`src/hdl/slc_pkg.sv`:
```
// Package for the source line classifier: character codes, counter sizing,
// the parser state and counter-increment structs, and the channel word types.
// No dependencies.
`timescale 1ns / 1ps

package slc_pkg;

   localparam int COUNT_WIDTH = 32;
   localparam int NUM_COUNTERS = 5;
   localparam int OUT_WIDTH = 32;

   localparam logic [7:0] CHAR_SLASH = 8'h2F;
   localparam logic [7:0] CHAR_STAR = 8'h2A;
   localparam logic [7:0] CHAR_SPACE = 8'h20;
   localparam logic [7:0] CHAR_TAB = 8'h09;

   localparam int CNT_TOTAL = 0;
   localparam int CNT_EMPTY = 1;
   localparam int CNT_SOURCE = 2;
   localparam int CNT_COMMENT = 3;
   localparam int CNT_BLOCK = 4;

   typedef logic [COUNT_WIDTH-1:0] count_type;

   typedef enum logic [1:0] {
      CMT_NONE = 2'd0,
      CMT_SET = 2'd1,
      CMT_BLOCKED = 2'd2
   } cmt_flag_type;

   typedef struct packed {
      logic block_open;
      logic line_source;
      cmt_flag_type line_comment;
      logic line_block;
      logic leading_done;
      logic [1:0] seg_pos;
      logic [7:0] prev_char;
      logic slash_before_prev;
      logic rest_ignored;
   } line_state_type;

   typedef struct packed {
      logic total;
      logic empty;
      logic source;
      logic comment;
      logic block;
   } bump_type;

   typedef struct packed {
      logic [7:0] char_code;
      logic line_end;
      logic file_start;
   } req_type;

   typedef struct packed {
      logic [OUT_WIDTH-1:0] total_lines;
      logic [OUT_WIDTH-1:0] empty_lines;
      logic [OUT_WIDTH-1:0] source_lines;
      logic [OUT_WIDTH-1:0] comment_lines;
      logic [OUT_WIDTH-1:0] block_comment_lines;
      logic inside_block;
   } rsp_type;

   // Low output bits of a counter, zero-extended when the counter is narrower.
   function automatic logic [OUT_WIDTH-1:0] count_to_out(count_type c);
      logic [63:0] wide;
      wide = 64'(c);
      return wide[OUT_WIDTH-1:0];
   endfunction

endpackage

```
`src/hdl/slc_line_parser.sv`:
```
// Per-character line parser for the source line classifier: holds the
// comment and segment state and reports which counters a finished line bumps.
// Depends on slc_pkg.
`timescale 1ns / 1ps

module slc_line_parser (
   input  logic              clock,
   input  logic              reset,
   input  logic              enable,
   input  slc_pkg::req_type  word,
   output slc_pkg::bump_type bump,
   output logic              block_open
);

   slc_pkg::line_state_type st_ff;
   slc_pkg::line_state_type st_in;

   logic [7:0] c;
   logic blk;
   logic slash_star;
   slc_pkg::cmt_flag_type cmt;

   assign c = word.char_code;
   assign block_open = st_ff.block_open;

   always_comb begin
      st_in = st_ff;
      bump = '0;
      cmt = slc_pkg::CMT_NONE;
      blk = st_ff.block_open & ~word.file_start;
      slash_star = (st_ff.prev_char == slc_pkg::CHAR_SLASH) && (c == slc_pkg::CHAR_STAR);
      st_in.block_open = blk;
      if (word.line_end) begin
         bump.total = 1'b1;
         if (!st_ff.leading_done) begin
            bump.empty = 1'b1;
         end else begin
            bump.source = st_ff.line_source
                          | (!blk && !st_ff.rest_ignored && st_ff.seg_pos == 2'd1);
            bump.comment = (st_ff.line_comment == slc_pkg::CMT_SET);
            bump.block = st_ff.line_block;
         end
         st_in = '0;
         st_in.block_open = blk;
      end else if (!st_ff.leading_done
                   && (c == slc_pkg::CHAR_SPACE || c == slc_pkg::CHAR_TAB)) begin
         st_in.block_open = blk;
      end else begin
         if (st_ff.leading_done) begin
            cmt = st_ff.line_comment;
         end else begin
            cmt = blk ? slc_pkg::CMT_BLOCKED : slc_pkg::CMT_NONE;
         end
         st_in.leading_done = 1'b1;
         st_in.line_comment = cmt;
         if (!st_ff.rest_ignored) begin
            // Default action is to shift the character into the segment; the
            // branches below override it where a delimiter is recognized.
            st_in.slash_before_prev = (st_ff.seg_pos != 2'd0)
                                      && (st_ff.prev_char == slc_pkg::CHAR_SLASH);
            st_in.prev_char = c;
            st_in.seg_pos = (st_ff.seg_pos == 2'd2) ? 2'd2 : st_ff.seg_pos + 2'd1;
            if (blk) begin
               st_in.line_block = 1'b1;
               if (st_ff.seg_pos != 2'd0 && st_ff.prev_char == slc_pkg::CHAR_STAR
                   && c == slc_pkg::CHAR_SLASH) begin
                  st_in.block_open = 1'b0;
                  st_in.seg_pos = 2'd0;
                  st_in.prev_char = 8'd0;
                  st_in.slash_before_prev = 1'b0;
               end
            end else if (st_ff.seg_pos == 2'd1) begin
               if (st_ff.prev_char == slc_pkg::CHAR_SLASH && c == slc_pkg::CHAR_SLASH) begin
                  if (cmt == slc_pkg::CMT_NONE) begin
                     st_in.line_comment = slc_pkg::CMT_SET;
                  end
                  st_in.rest_ignored = 1'b1;
                  st_in.seg_pos = st_ff.seg_pos;
                  st_in.prev_char = st_ff.prev_char;
                  st_in.slash_before_prev = st_ff.slash_before_prev;
               end else if (slash_star) begin
                  st_in.line_block = 1'b1;
                  st_in.block_open = 1'b1;
                  st_in.seg_pos = 2'd0;
                  st_in.prev_char = 8'd0;
                  st_in.slash_before_prev = 1'b0;
               end else begin
                  st_in.line_source = 1'b1;
               end
            end else if (st_ff.seg_pos == 2'd2 && slash_star) begin
               if (st_ff.slash_before_prev) begin
                  // A slash-star right after another slash is rejected.
                  st_in.rest_ignored = 1'b1;
                  st_in.seg_pos = st_ff.seg_pos;
                  st_in.prev_char = st_ff.prev_char;
                  st_in.slash_before_prev = st_ff.slash_before_prev;
               end else begin
                  st_in.line_block = 1'b1;
                  st_in.block_open = 1'b1;
                  st_in.seg_pos = 2'd0;
                  st_in.prev_char = 8'd0;
                  st_in.slash_before_prev = 1'b0;
               end
            end
         end
      end
   end

   always_ff @(posedge clock) begin
      if (reset) begin
         st_ff <= '0;
      end else if (enable) begin
         st_ff <= st_in;
      end
   end

   a_rest_needs_lead: assert property (@(posedge clock) disable iff (reset)
      st_ff.rest_ignored |-> st_ff.leading_done)
      else $error("rest of line ignored before any character was seen");

   a_line_end_clears: assert property (@(posedge clock) disable iff (reset)
      enable && word.line_end |=> !st_ff.leading_done && st_ff.seg_pos == 2'd0)
      else $error("line state not cleared at end of line");

   a_file_start_closes: assert property (@(posedge clock) disable iff (reset)
      enable && word.file_start && word.line_end |=> !st_ff.block_open)
      else $error("block comment left open across a file start");

endmodule

```
`src/hdl/slc_counters.sv`:
```
// Saturating line counter bank for the source line classifier.
// Depends on slc_pkg.
`timescale 1ns / 1ps

module slc_counters (
   input  logic                clock,
   input  logic                reset,
   input  logic                enable,
   input  slc_pkg::bump_type   bump,
   output slc_pkg::count_type  counts [slc_pkg::NUM_COUNTERS]
);

   slc_pkg::count_type cnt_ff [slc_pkg::NUM_COUNTERS];
   logic [slc_pkg::NUM_COUNTERS-1:0] inc;

   assign inc[slc_pkg::CNT_TOTAL] = bump.total;
   assign inc[slc_pkg::CNT_EMPTY] = bump.empty;
   assign inc[slc_pkg::CNT_SOURCE] = bump.source;
   assign inc[slc_pkg::CNT_COMMENT] = bump.comment;
   assign inc[slc_pkg::CNT_BLOCK] = bump.block;

   always_ff @(posedge clock) begin
      if (reset) begin
         for (int k = 0; k < slc_pkg::NUM_COUNTERS; k++) begin
            cnt_ff[k] <= '0;
         end
      end else if (enable) begin
         for (int k = 0; k < slc_pkg::NUM_COUNTERS; k++) begin
            if (inc[k] && cnt_ff[k] != '1) begin
               cnt_ff[k] <= cnt_ff[k] + slc_pkg::count_type'(1);
            end
         end
      end
   end

   assign counts = cnt_ff;

   a_total_monotonic: assert property (@(posedge clock) disable iff (reset)
      1'b1 |=> cnt_ff[slc_pkg::CNT_TOTAL] >= $past(cnt_ff[slc_pkg::CNT_TOTAL]))
      else $error("total line count went down");

   a_total_covers: assert property (@(posedge clock) disable iff (reset)
      cnt_ff[slc_pkg::CNT_TOTAL] >= cnt_ff[slc_pkg::CNT_EMPTY]
      && cnt_ff[slc_pkg::CNT_TOTAL] >= cnt_ff[slc_pkg::CNT_SOURCE]
      && cnt_ff[slc_pkg::CNT_TOTAL] >= cnt_ff[slc_pkg::CNT_COMMENT]
      && cnt_ff[slc_pkg::CNT_TOTAL] >= cnt_ff[slc_pkg::CNT_BLOCK])
      else $error("a category count exceeds the total line count");

   a_category_needs_total: assert property (@(posedge clock) disable iff (reset)
      enable && (bump.empty || bump.source || bump.comment || bump.block) |-> bump.total)
      else $error("category bumped without a line end");

endmodule

```
`src/hdl/source_line_classifier.sv`:
```
// Top level of the source line classifier: input register, line parser,
// counter bank and result handshake. Depends on slc_pkg, slc_line_parser
// and slc_counters.
`timescale 1ns / 1ps

// Takes one character word per cycle and returns one result word per input
// word: the five saturating line counts and the open-block flag as they stand
// after that word. A word with line_end set closes the line. Throughput is one
// word per clock when the result side keeps up. A word is accepted into the
// input register, and its result is written into the result register when the
// parser and counters update from it. The counters double as the result
// register, so a stalled result holds the state until it is taken while one
// more word waits in the input register.
module source_line_classifier (
   input  logic             clock,
   input  logic             reset,
   input  logic             req_valid,
   output logic             req_ready,
   input  slc_pkg::req_type req_data,
   output logic             rsp_valid,
   input  logic             rsp_ready,
   output slc_pkg::rsp_type rsp_data
);

   slc_pkg::req_type req_ff;
   logic req_valid_ff;
   logic rsp_valid_ff;
   logic advance;
   logic step;

   slc_pkg::bump_type bump;
   logic block_open;
   slc_pkg::count_type counts [slc_pkg::NUM_COUNTERS];

   // The result stage can take a word when it is empty or being drained.
   assign advance = !rsp_valid_ff || rsp_ready;
   assign step = req_valid_ff && advance;
   assign req_ready = !req_valid_ff || advance;

   always_ff @(posedge clock) begin
      if (reset) begin
         req_valid_ff <= 1'b0;
         rsp_valid_ff <= 1'b0;
      end else begin
         if (req_ready) begin
            req_valid_ff <= req_valid;
         end
         if (advance) begin
            rsp_valid_ff <= req_valid_ff;
         end
      end
   end

   always_ff @(posedge clock) begin
      if (req_ready && req_valid) begin
         req_ff <= req_data;
      end
   end

   slc_line_parser u_parser (
      .clock      (clock),
      .reset      (reset),
      .enable     (step),
      .word       (req_ff),
      .bump       (bump),
      .block_open (block_open)
   );

   slc_counters u_counters (
      .clock  (clock),
      .reset  (reset),
      .enable (step),
      .bump   (bump),
      .counts (counts)
   );

   assign rsp_valid = rsp_valid_ff;
   assign rsp_data.total_lines = slc_pkg::count_to_out(counts[slc_pkg::CNT_TOTAL]);
   assign rsp_data.empty_lines = slc_pkg::count_to_out(counts[slc_pkg::CNT_EMPTY]);
   assign rsp_data.source_lines = slc_pkg::count_to_out(counts[slc_pkg::CNT_SOURCE]);
   assign rsp_data.comment_lines = slc_pkg::count_to_out(counts[slc_pkg::CNT_COMMENT]);
   assign rsp_data.block_comment_lines =
      slc_pkg::count_to_out(counts[slc_pkg::CNT_BLOCK]);
   assign rsp_data.inside_block = block_open;

   a_reset_empty: assert property (@(posedge clock)
      reset |=> !rsp_valid_ff && !req_valid_ff)
      else $error("pipeline not empty after reset");

   a_stalled_word_held: assert property (@(posedge clock) disable iff (reset)
      req_valid_ff && !advance |=> req_valid_ff && $stable(req_ff))
      else $error("buffered word lost while the result side stalled");

   a_step_gives_result: assert property (@(posedge clock) disable iff (reset)
      step |=> rsp_valid_ff)
      else $error("processed word produced no result");

   a_state_holds_on_stall: assert property (@(posedge clock) disable iff (reset)
      rsp_valid_ff && !rsp_ready |=> $stable(rsp_data))
      else $error("result changed while waiting to be taken");

endmodule
```
`config.mk`:
```
export PLATFORM = sky130hd
export DESIGN_NAME = source_line_classifier
export DESIGN_NICKNAME = d
export VERILOG_FILES = /design/src/hdl/slc_pkg.sv /design/src/hdl/slc_line_parser.sv /design/src/hdl/slc_counters.sv /design/src/hdl/source_line_classifier.sv
export SDC_FILE = /design/constraint.sdc
export NUM_CORES = 1
export LEC_CHECK = 0
export BUFFER_PORTS_ARGS = -buffer_cell sky130_fd_sc_hd__buf_2
export CAP_MARGIN = 0
export CORE_AREA = 2 2 160 162
export CTS_CLUSTER_SIZE = 16
export DETAILED_ROUTE_END_ITERATION = 16
export DIE_AREA = 0 0 162 164
export PLACE_DENSITY = 0.66
export RECOVER_POWER = 100
export REMOVE_ABC_BUFFERS = 1
export SETUP_SLACK_MARGIN = 0.3
export SYNTH_ARGS = -nofsm -noshare
export SYNTH_HDL_FRONTEND = slang
export SYNTH_SLANG_ARGS = --single-unit
```
`constraint.sdc`:
```
create_clock -name clock -period 2.75 [get_ports clock]
set_input_delay 0.4125 -clock clock [delete_from_list [all_inputs] [get_ports clock]]
set_output_delay 0.4125 -clock clock [all_outputs]
set_load 0.05 [all_outputs]
```
### Yosys cells after proc, flatten, opt, wreduce, memory -nomap -nowiden

Cells that the tools add are included.

| storage, ports and cells | value |
|---|---|
| register bits | 190 |
| bits of input ports | 14 |
| output and inout bits | 163 |
| word-level logic and storage cells | 130 |

| cells by class | value |
|---|---|
| add/subtract/negate cells | 6 |
| eq/ne operators | 23 |
| multiplexer cells | 41 |
| bitwise operators | 3 |
| reduce and logical (&&, ||, !) cells | 38 |

Operators with widths:

| operator | number |
|---|---|
| 32-bit by 1-bit adder with 32-bit output, second input constant | 5 |
| 32-bit != test, second input constant | 5 |
| 11-bit 2-to-1 mux | 5 |
| 8-bit by 6-bit equality test with 1-bit output, second input constant | 5 |
| 12-bit 2-to-1 mux | 3 |
| 1-bit 2-to-1 mux | 18 |
| 18-bit 2-to-1 mux | 1 |
| 17-bit 2-to-1 mux | 1 |
| 1-bit logical AND | 16 |
| 2-bit 2-to-1 mux | 8 |
| 7-bit AND reduction | 2 |
| 2-bit AND reduction | 6 |
| 5-bit 2-to-1 mux | 2 |
| 2-bit != test, second input constant | 5 |
| 3-bit 2-to-1 mux | 3 |
| 8-bit by 4-bit equality test with 1-bit output, second input constant | 1 |
| 1-bit zero test | 5 |
| 5-bit != test, second input constant | 1 |
| 5-bit AND reduction | 1 |
| 2-bit by 1-bit equality test with 1-bit output, second input constant | 2 |
| 4-bit by 2-bit != test with 1-bit output, second input constant | 1 |
| 4-bit by 3-bit != test with 1-bit output, second input constant | 1 |
| 4-bit != test, second input constant | 1 |
| 4-bit AND reduction | 1 |
| other kinds (9) | 12 |

### Longest topological paths before layout

Gate-level depths: netlist of run 1.

| logic depth | value |
|---|---|
| depth in word-level cells | 14 |
| depth in mapped cells | 9 |
| depth with buffers taken out | 7 |

### Cells and area by module

Synthesis of run 1 repeated with hierarchy kept, for this count alone.

| second synthesis, totals | value |
|---|---|
| cell total of the unflattened synthesis | 1,156 |
| area, all modules | 10,007.1 um^2 |

By module, submodules not included:

| module | times used | cells each | area each (um^2) | sequential area each (um^2) |
|---|---|---|---|---|
| slc_counters | 1 | 991 | 8,373.0 | 3,203.1 |
| slc_line_parser | 1 | 144 | 1,222.4 | 360.3 |
| source_line_classifier | 1 | 21 | 411.6 | 340.3 |

### Least setup slack after synthesis of run 1

OpenSTA, ideal clock, no wires.

| timing path | value |
|---|---|
| path type | register to register |
| start point | register u_counters.cnt_ff (netlist bit u_counters.counts[88]) |
| end point | register u_counters.cnt_ff (netlist bit u_counters.counts[71]) |
| setup time | 0.115 ns |
| arrival time | 2.413 ns |
| path slack | 0.223 ns |
| cell stages (with the launch flop) | 9 |
| buffers on the path | 3 |
| period minus slack after synthesis | 2.527 ns |
| cells stage by stage | dfxtp_1 > nand4_2 > or4_1 > buf_2 > nor4_4 > buf_4 > buf_6 > nor4_1 > o21a_1 |

| on the way | value |
|---|---|
| cells in the longest elaborated chain, start to end | 3 |

RTL lines:

| what | line | source |
|---|---|---|
| start, declared | slc_counters.sv:13 | `slc_pkg::count_type cnt_ff [slc_pkg::NUM_COUNTERS];` |
| start signal, assigned by index | slc_counters.sv:30 | `cnt_ff[k] <= cnt_ff[k] + slc_pkg::count_type'(1);` |
| 32-bit != test | slc_counters.sv:29 | `if (inc[k] && cnt_ff[k] != '1) begin` |
| 1-bit logical AND | slc_counters.sv:29 |  |
| 2-bit AND reduction (no line) | -- |  |

Every way passes these cells.
A chain may end at the register's enable or synchronous reset.

### Final worst setup path of run 1

| timing path | value |
|---|---|
| start point | register u_counters.cnt_ff (netlist bit u_counters.counts[87]) |
| end point | register u_counters.cnt_ff (netlist bit u_counters.counts[79]) |

Same word-level chain as after synthesis.

==> run summary, run 1 <==
Vias - 9766
RSZ-0062 raised after global routing - yes
Number of synthesized flops with an enable pin - 10
Clk slew on worst S/H paths - 0.09 ns
Comb pwr share - 0.033
Longest Clk Path Bufs - 2
Final Net Count - 1361
Status - finished, final reports clean
YS warnings - 0
Avg Vias per Cell - 5.81
Final setup margin - 0.295 ns
DP Worst Slack - 0.229 ns
Internal Power - 4110 uW
CTS tree - done
Crit start category - register
Die X - 162 um
Seq/Total Area, Yosys - 0.399
Final Wtd Congestion - 0.809
Switch share - 0.262
Primary FF master, synth - dfxtp_1
Cell Rows - 58
Number of global-route vias before repair - 8580
I/O pin count - 177
Most common cell after layout, fill and taps aside - dfxtp_1
Commonest non-fill, non-tap cells in the layout - 180 x dfxtp_1, 172 x clkbuf_1, 130 x a21oi_1
Starting Density - 0.395
ANT nets after route - 0
Die Span Y - 164 um
Max Slew Vio Count - 0
Hold Vio Cnt, Final - 0
Wirelength per Cell - 15.3 um
Peak supply drop - 0.319 mV
Fin crit share - 0.893
Layout Skew - 0.0246 ns
Kind of critical path - register to register
Fraction of layout cells with a size suffix above 1 - 0.0711
Final setup viols - 0
Yosys reg bits - 190
Root Driver - clkbuf_16
Max_cap viols - 0
Initial antenna violation count - 1
Pwr dens - 485 nW/um^2
GRT Overall Usage - 0.186
Worst hold path type - input port to register
CTS Buf Count - 17
Unique masters post-synth - 69
CP max FO - 8
Post-Syn Area per Cell - 8.36 um^2
Routed WL - 25700 um
Leakage - 0.00336 uW
H-tree depth - 4
Worst Setup End Kind - register
Worst Tran Pin Value - 0.811 ns
Mapped cell area - 9790 um^2
DR iter-0 viols - 559
Clock power share - 0.461
Total grt overflow - 0
Switch Pwr - 1460 uW
Layout area overhead - 17.1%
Asr flop ratio synth - 0
Post-Synthesis Cells - 1172
Clock period minus worst slack - 2.46 ns
Port Buf Inserts - 176
Die footprint - 26600 um^2
Clock sinks - 190
Detailed-route DRC error count - 0
Largest net degree at the start of global routing - 124
Clk Latency, worst-skew pair - 0.44 ns
Drt first pass iters - 6
Utilization after layout - 0.462
Critical Path RT - 3.08 ns
Hold-fix buffers at CTS - 0
DP HPWL - 18000 um
Max-slew headroom - 0.458
Highest Clock Rate - 0.407 GHz
Worst EP arrival - 2.79 ns
First-pass GRT wire length - 41600 um
Core Region - 24800 um^2
Reg power frac - 0.506
[power groups by stage]
stage / sequential (uW) / combinational (uW) / clock [uW]
3_5_place_dp: 2880 / 187 / 0
4_1_cts: 2810 / 187 / 2650
6_report: 2820 / 184 / 2570
2_1_floorplan: 2880 / 82.5 / 0
5_1_grt: 2820 / 203 / 2750
3_3_place_gp: 2880 / 185 / 0
[per-stage QoR]
stage	std cells	TNS [ns]	total power (uW)	hold WS [ns]	area (um^2)
3_3_place_gp	1647	0	3060	0.443	11100
4_1_cts	1679	0	5660	0.128	11700
5_1_grt	1681	0	5770	0.137	11500
6_report	1682	0	5570	0.153	11500
3_5_place_dp	1647	0	3070	0.451	11100
2_1_floorplan	1114	-18.72	2970	0.431	9530
[critical path: stages, from the launching register on]
cell,delay (ns)
dfxtp_1,0.43
nand4_1,0.20
or4_1,0.68
nor4_2,0.54
buf_4,0.27
nor4_1,0.06
o21a_1,0.18
[kinds of logic after synthesis]
group	count (synthesis)	synth area share
simple gates	550	0.329
compound gates	302	0.186
flops	190	0.399
buf+inv	84	0.0367
mux	31	0.0336
fa+ha+maj	9	0.0115
xor+xnor	6	0.00537
[synthesized netlist by cell type (all sizes together) (4+ instances only)]
cell | instances | share of area
dfxtp | 180 | 0.37
mux2 | 15 | 0.017
or3 | 65 | 0.042
o31ai | 62 | 0.049
o2111ai | 5 | 0.0045
nor3 | 20 | 0.012
nor2b | 17 | 0.011
clkbuf | 39 | 0.015
nand2 | 102 | 0.040
nor2 | 52 | 0.020
nand3b | 4 | 0.0031
inv | 26 | 0.010
o21ai | 67 | 0.034
o211ai | 4 | 0.0031
and3 | 19 | 0.012
mux2i | 16 | 0.016
nand4 | 48 | 0.032
edfxtp | 10 | 0.031
nor4 | 22 | 0.018
ha | 9 | 0.011
buf | 19 | 0.012
and4 | 23 | 0.021
and2 | 13 | 0.0083
a21oi | 130 | 0.066
o31a | 7 | 0.0063
o21a | 7 | 0.0054
nand3 | 74 | 0.038
or4 | 72 | 0.056
[area by class of cell]
class | count | area, um^2
antenna | 1 | 2.50
clock buffer | 17 | 425
clock inverter | 15 | 198
fill | 2559 | 13400
inverter | 26 | 97.6
multi-input combinational | 898 | 5530
sequential | 190 | 3900
tap | 330 | 413
timing repair buffer | 205 | 895
[sequential cells by signal (all words and copies together) (netlist names)]
| register | cells |
|---|---|
| u_counters.counts | 160 |
| u_parser.st_ff | 17 |
| u_parser.block_open | 1 |
| req_valid_ff | 1 |
| req_ff | 10 |
| rsp_valid | 1 |
[layer usage]
metal	share of wire	track usage
met2	0.45	0.294
met1	0.47	0.253
met5	0	0
met4	0.014	0.0547
met3	0.061	0.0447
[repair_timing]
action / in CTS / in global routing
resized for setup: 0 / 8
setup endpoints to repair: 0 / 41
setup buffers: 0 / 2
[final timing paths]
| path | startpoint | slack [ns] | cells after the start | endpoint |
|---|---|---|---|---|
| min reg2reg | u_parser.st_ff[3] | 0.46 | 2 | u_parser.st_ff[3] |
| min | req_data[0] | 0.15 | 1 | req_ff[0] |
| max | u_counters.counts[87] | 0.29 | 6 | u_counters.counts[79] |
| max reg2reg | u_counters.counts[87] | 0.29 | 6 | u_counters.counts[79] |
No activity file was read; power rests on OpenSTA's default activity.
==> run 2, diff against run 1 <==
Settings changed: BUFFER_PORTS_ARGS -buffer_cell sky130_fd_sc_hd__buf_2 to default, DONT_BUFFER_PORTS from default to 1, PLACE_DENSITY 0.66 to 0.6.
==> run summary, run 2 (synthesis gave the netlist of run 1 again) <==
Longest Clk Path Bufs - 2
ANT nets after route - 0
Fill cells - 2581
Final Net Count - 1338
Crit-path cells - clkbuf_1, and4_1, and3_1, o2111ai_2, or4_1, a21oi_1
Die X - 162 um
Starting Density - 0.395
CTS tree - done
Fin crit share - 0.895
Leakage - 0.00339 uW
Cell Rows - 58
CP max FO - 11
Clk Latency, worst-skew pair - 0.43 ns
Placed Cells - 1622
Avg Vias per Cell - 5.81
WHS - 0.0531 ns
Slowest cell on the critical path - clkbuf_1
Wirelength per Cell - 16.1 um
Final Wtd Congestion - 0.862
Sum Neg Setup Slack - 0 ns
Final setup viols - 0
Hold Vio Cnt, Final - 0
CTS Buf Count - 17
Clock period minus worst slack - 2.46 ns
Total grt overflow - 0
Max Slew Vio Count - 0
Max-slew headroom - 0.401
Most common cell after layout, fill and taps aside - dfxtp_1
Kind of critical path - register to register
Fraction of layout cells with a size suffix above 1 - 0.0791
Max reg flops - 160
Routed WL - 26700 um
H-tree depth - 4
Detailed-route DRC error count - 0
Clk slew on worst S/H paths - 0.08 ns
Layout area overhead - 16.3%
RSZ-0062 raised after global routing - no
Die Span Y - 164 um
DR iter-0 viols - 651
Hold path startpoint - reset
GRT Overall Usage - 0.199
Worst Tran Pin Value - 0.890 ns
Clock sinks - 190
Core Region - 24800 um^2
Largest net degree at the start of global routing - 174
Port Buf Inserts - 0
Placement Cell Area - 11300 um^2
Max incr delay on CP - 0.56 ns
Die footprint - 26600 um^2
Pwr dens - 484 nW/um^2
Reg-to-Reg Start - u_counters.counts[13]
Fin area - 11400 um^2
Vias - 9627
Number of global-route vias before repair - 8855
Worst hold path type - input port to register
Highest Clock Rate - 0.406 GHz
Layout Skew - 0.0143 ns
CP Buf/Inv Count - 1
Peak supply drop - 0.300 mV
Worst EP arrival - 2.81 ns
Critical Path RT - 3.10 ns
Worst Setup End Kind - register
Max_cap viols - 0
Drt first pass iters - 4
Root Driver - clkbuf_16
Commonest non-fill, non-tap cells in the layout - 180 x dfxtp_1, 142 x clkbuf_1, 130 x a21oi_1
Non-Filler Instances - 1658
Critical Path Start - u_counters.counts[13]
First-pass GRT wire length - 44000 um
Ant diodes - 0
I/O pin count - 177
CP top delay family - simple AND/OR/NAND/NOR gates
DP HPWL - 19100 um
Initial antenna violation count - 1
Crit start category - register
Status - finished, final reports clean
[run 2: final timing paths]
kind	end	slack, ns	cells after the start
worst min register to register	u_parser.st_ff[6]	0.46	2
worst max register to register	u_counters.counts[31]	0.29	6
worst min-delay path	u_counters.counts[35]	0.05	1
worst max-delay path	u_counters.counts[31]	0.29	6
[run 2: through the flow]
step           power [uW]   util  setup slack (ns)
5_1_grt              5720  0.459             0.159
4_1_cts              5610  0.479             0.302
2_1_floorplan        2970      -            -0.751
3_5_place_dp         3010  0.455             0.284
3_3_place_gp         3010  0.455             0.376
6_report             5510  0.459             0.290
[run 2: layer usage]
| layer | track usage | vias to the layer above | wire [um] |
|---|---|---|---|
| met4 | 0.0547 | 2 | 355 |
| li1 | - | 4811 | - |
| met5 | 0 | - | 13 |
| met2 | 0.321 | 220 | 12100 |
| met1 | 0.261 | 4569 | 12200 |
| met3 | 0.0586 | 25 | 1960 |
[run 2: area by class of cell]
cell class                      instances  area (um^2)  area share
Tap cell                              330          413      0.0363
Multi-Input combinational cell        898         5540       0.486
Clock inverter                         13          141      0.0124
Clock buffer                           19          464      0.0408
Sequential cell                       190         3900       0.343
Timing Repair Buffer                  182          828      0.0727
Inverter                               26         97.6     0.00857
[run 2: worst reg2reg max path, delay by kind of cell, from the launching register on]
| family | cells | cell delay [ns] |
|---|---|---|
| AND/OR/NAND/NOR | 3 | 1.11 |
| AO/OA/AOI/OAI | 2 | 0.41 |
| buffers and inverters | 1 | 0.56 |
| flip-flops | 1 | 0.31 |
[run 2: timing repair]
| item | 4_1_cts | 5_1_grt |
|---|---|---|
| gates resized for setup | 0 | 5 |
| hold buffers | 0 | 0 |
| endpoints found under the setup margin | 0 | 31 |
| buffers inserted | 0 | 4 |
[run 2: power by group]
| group | total (uW) | internal [uW] | switching (uW) | leakage (uW) |
|---|---|---|---|---|
| combinational | 129 | 42.6 | 86.0 | 0.00154 |
| sequential | 2810 | 2790 | 18.7 | 0.00155 |
| clock | 2570 | 1370 | 1200 | 0.000301 |
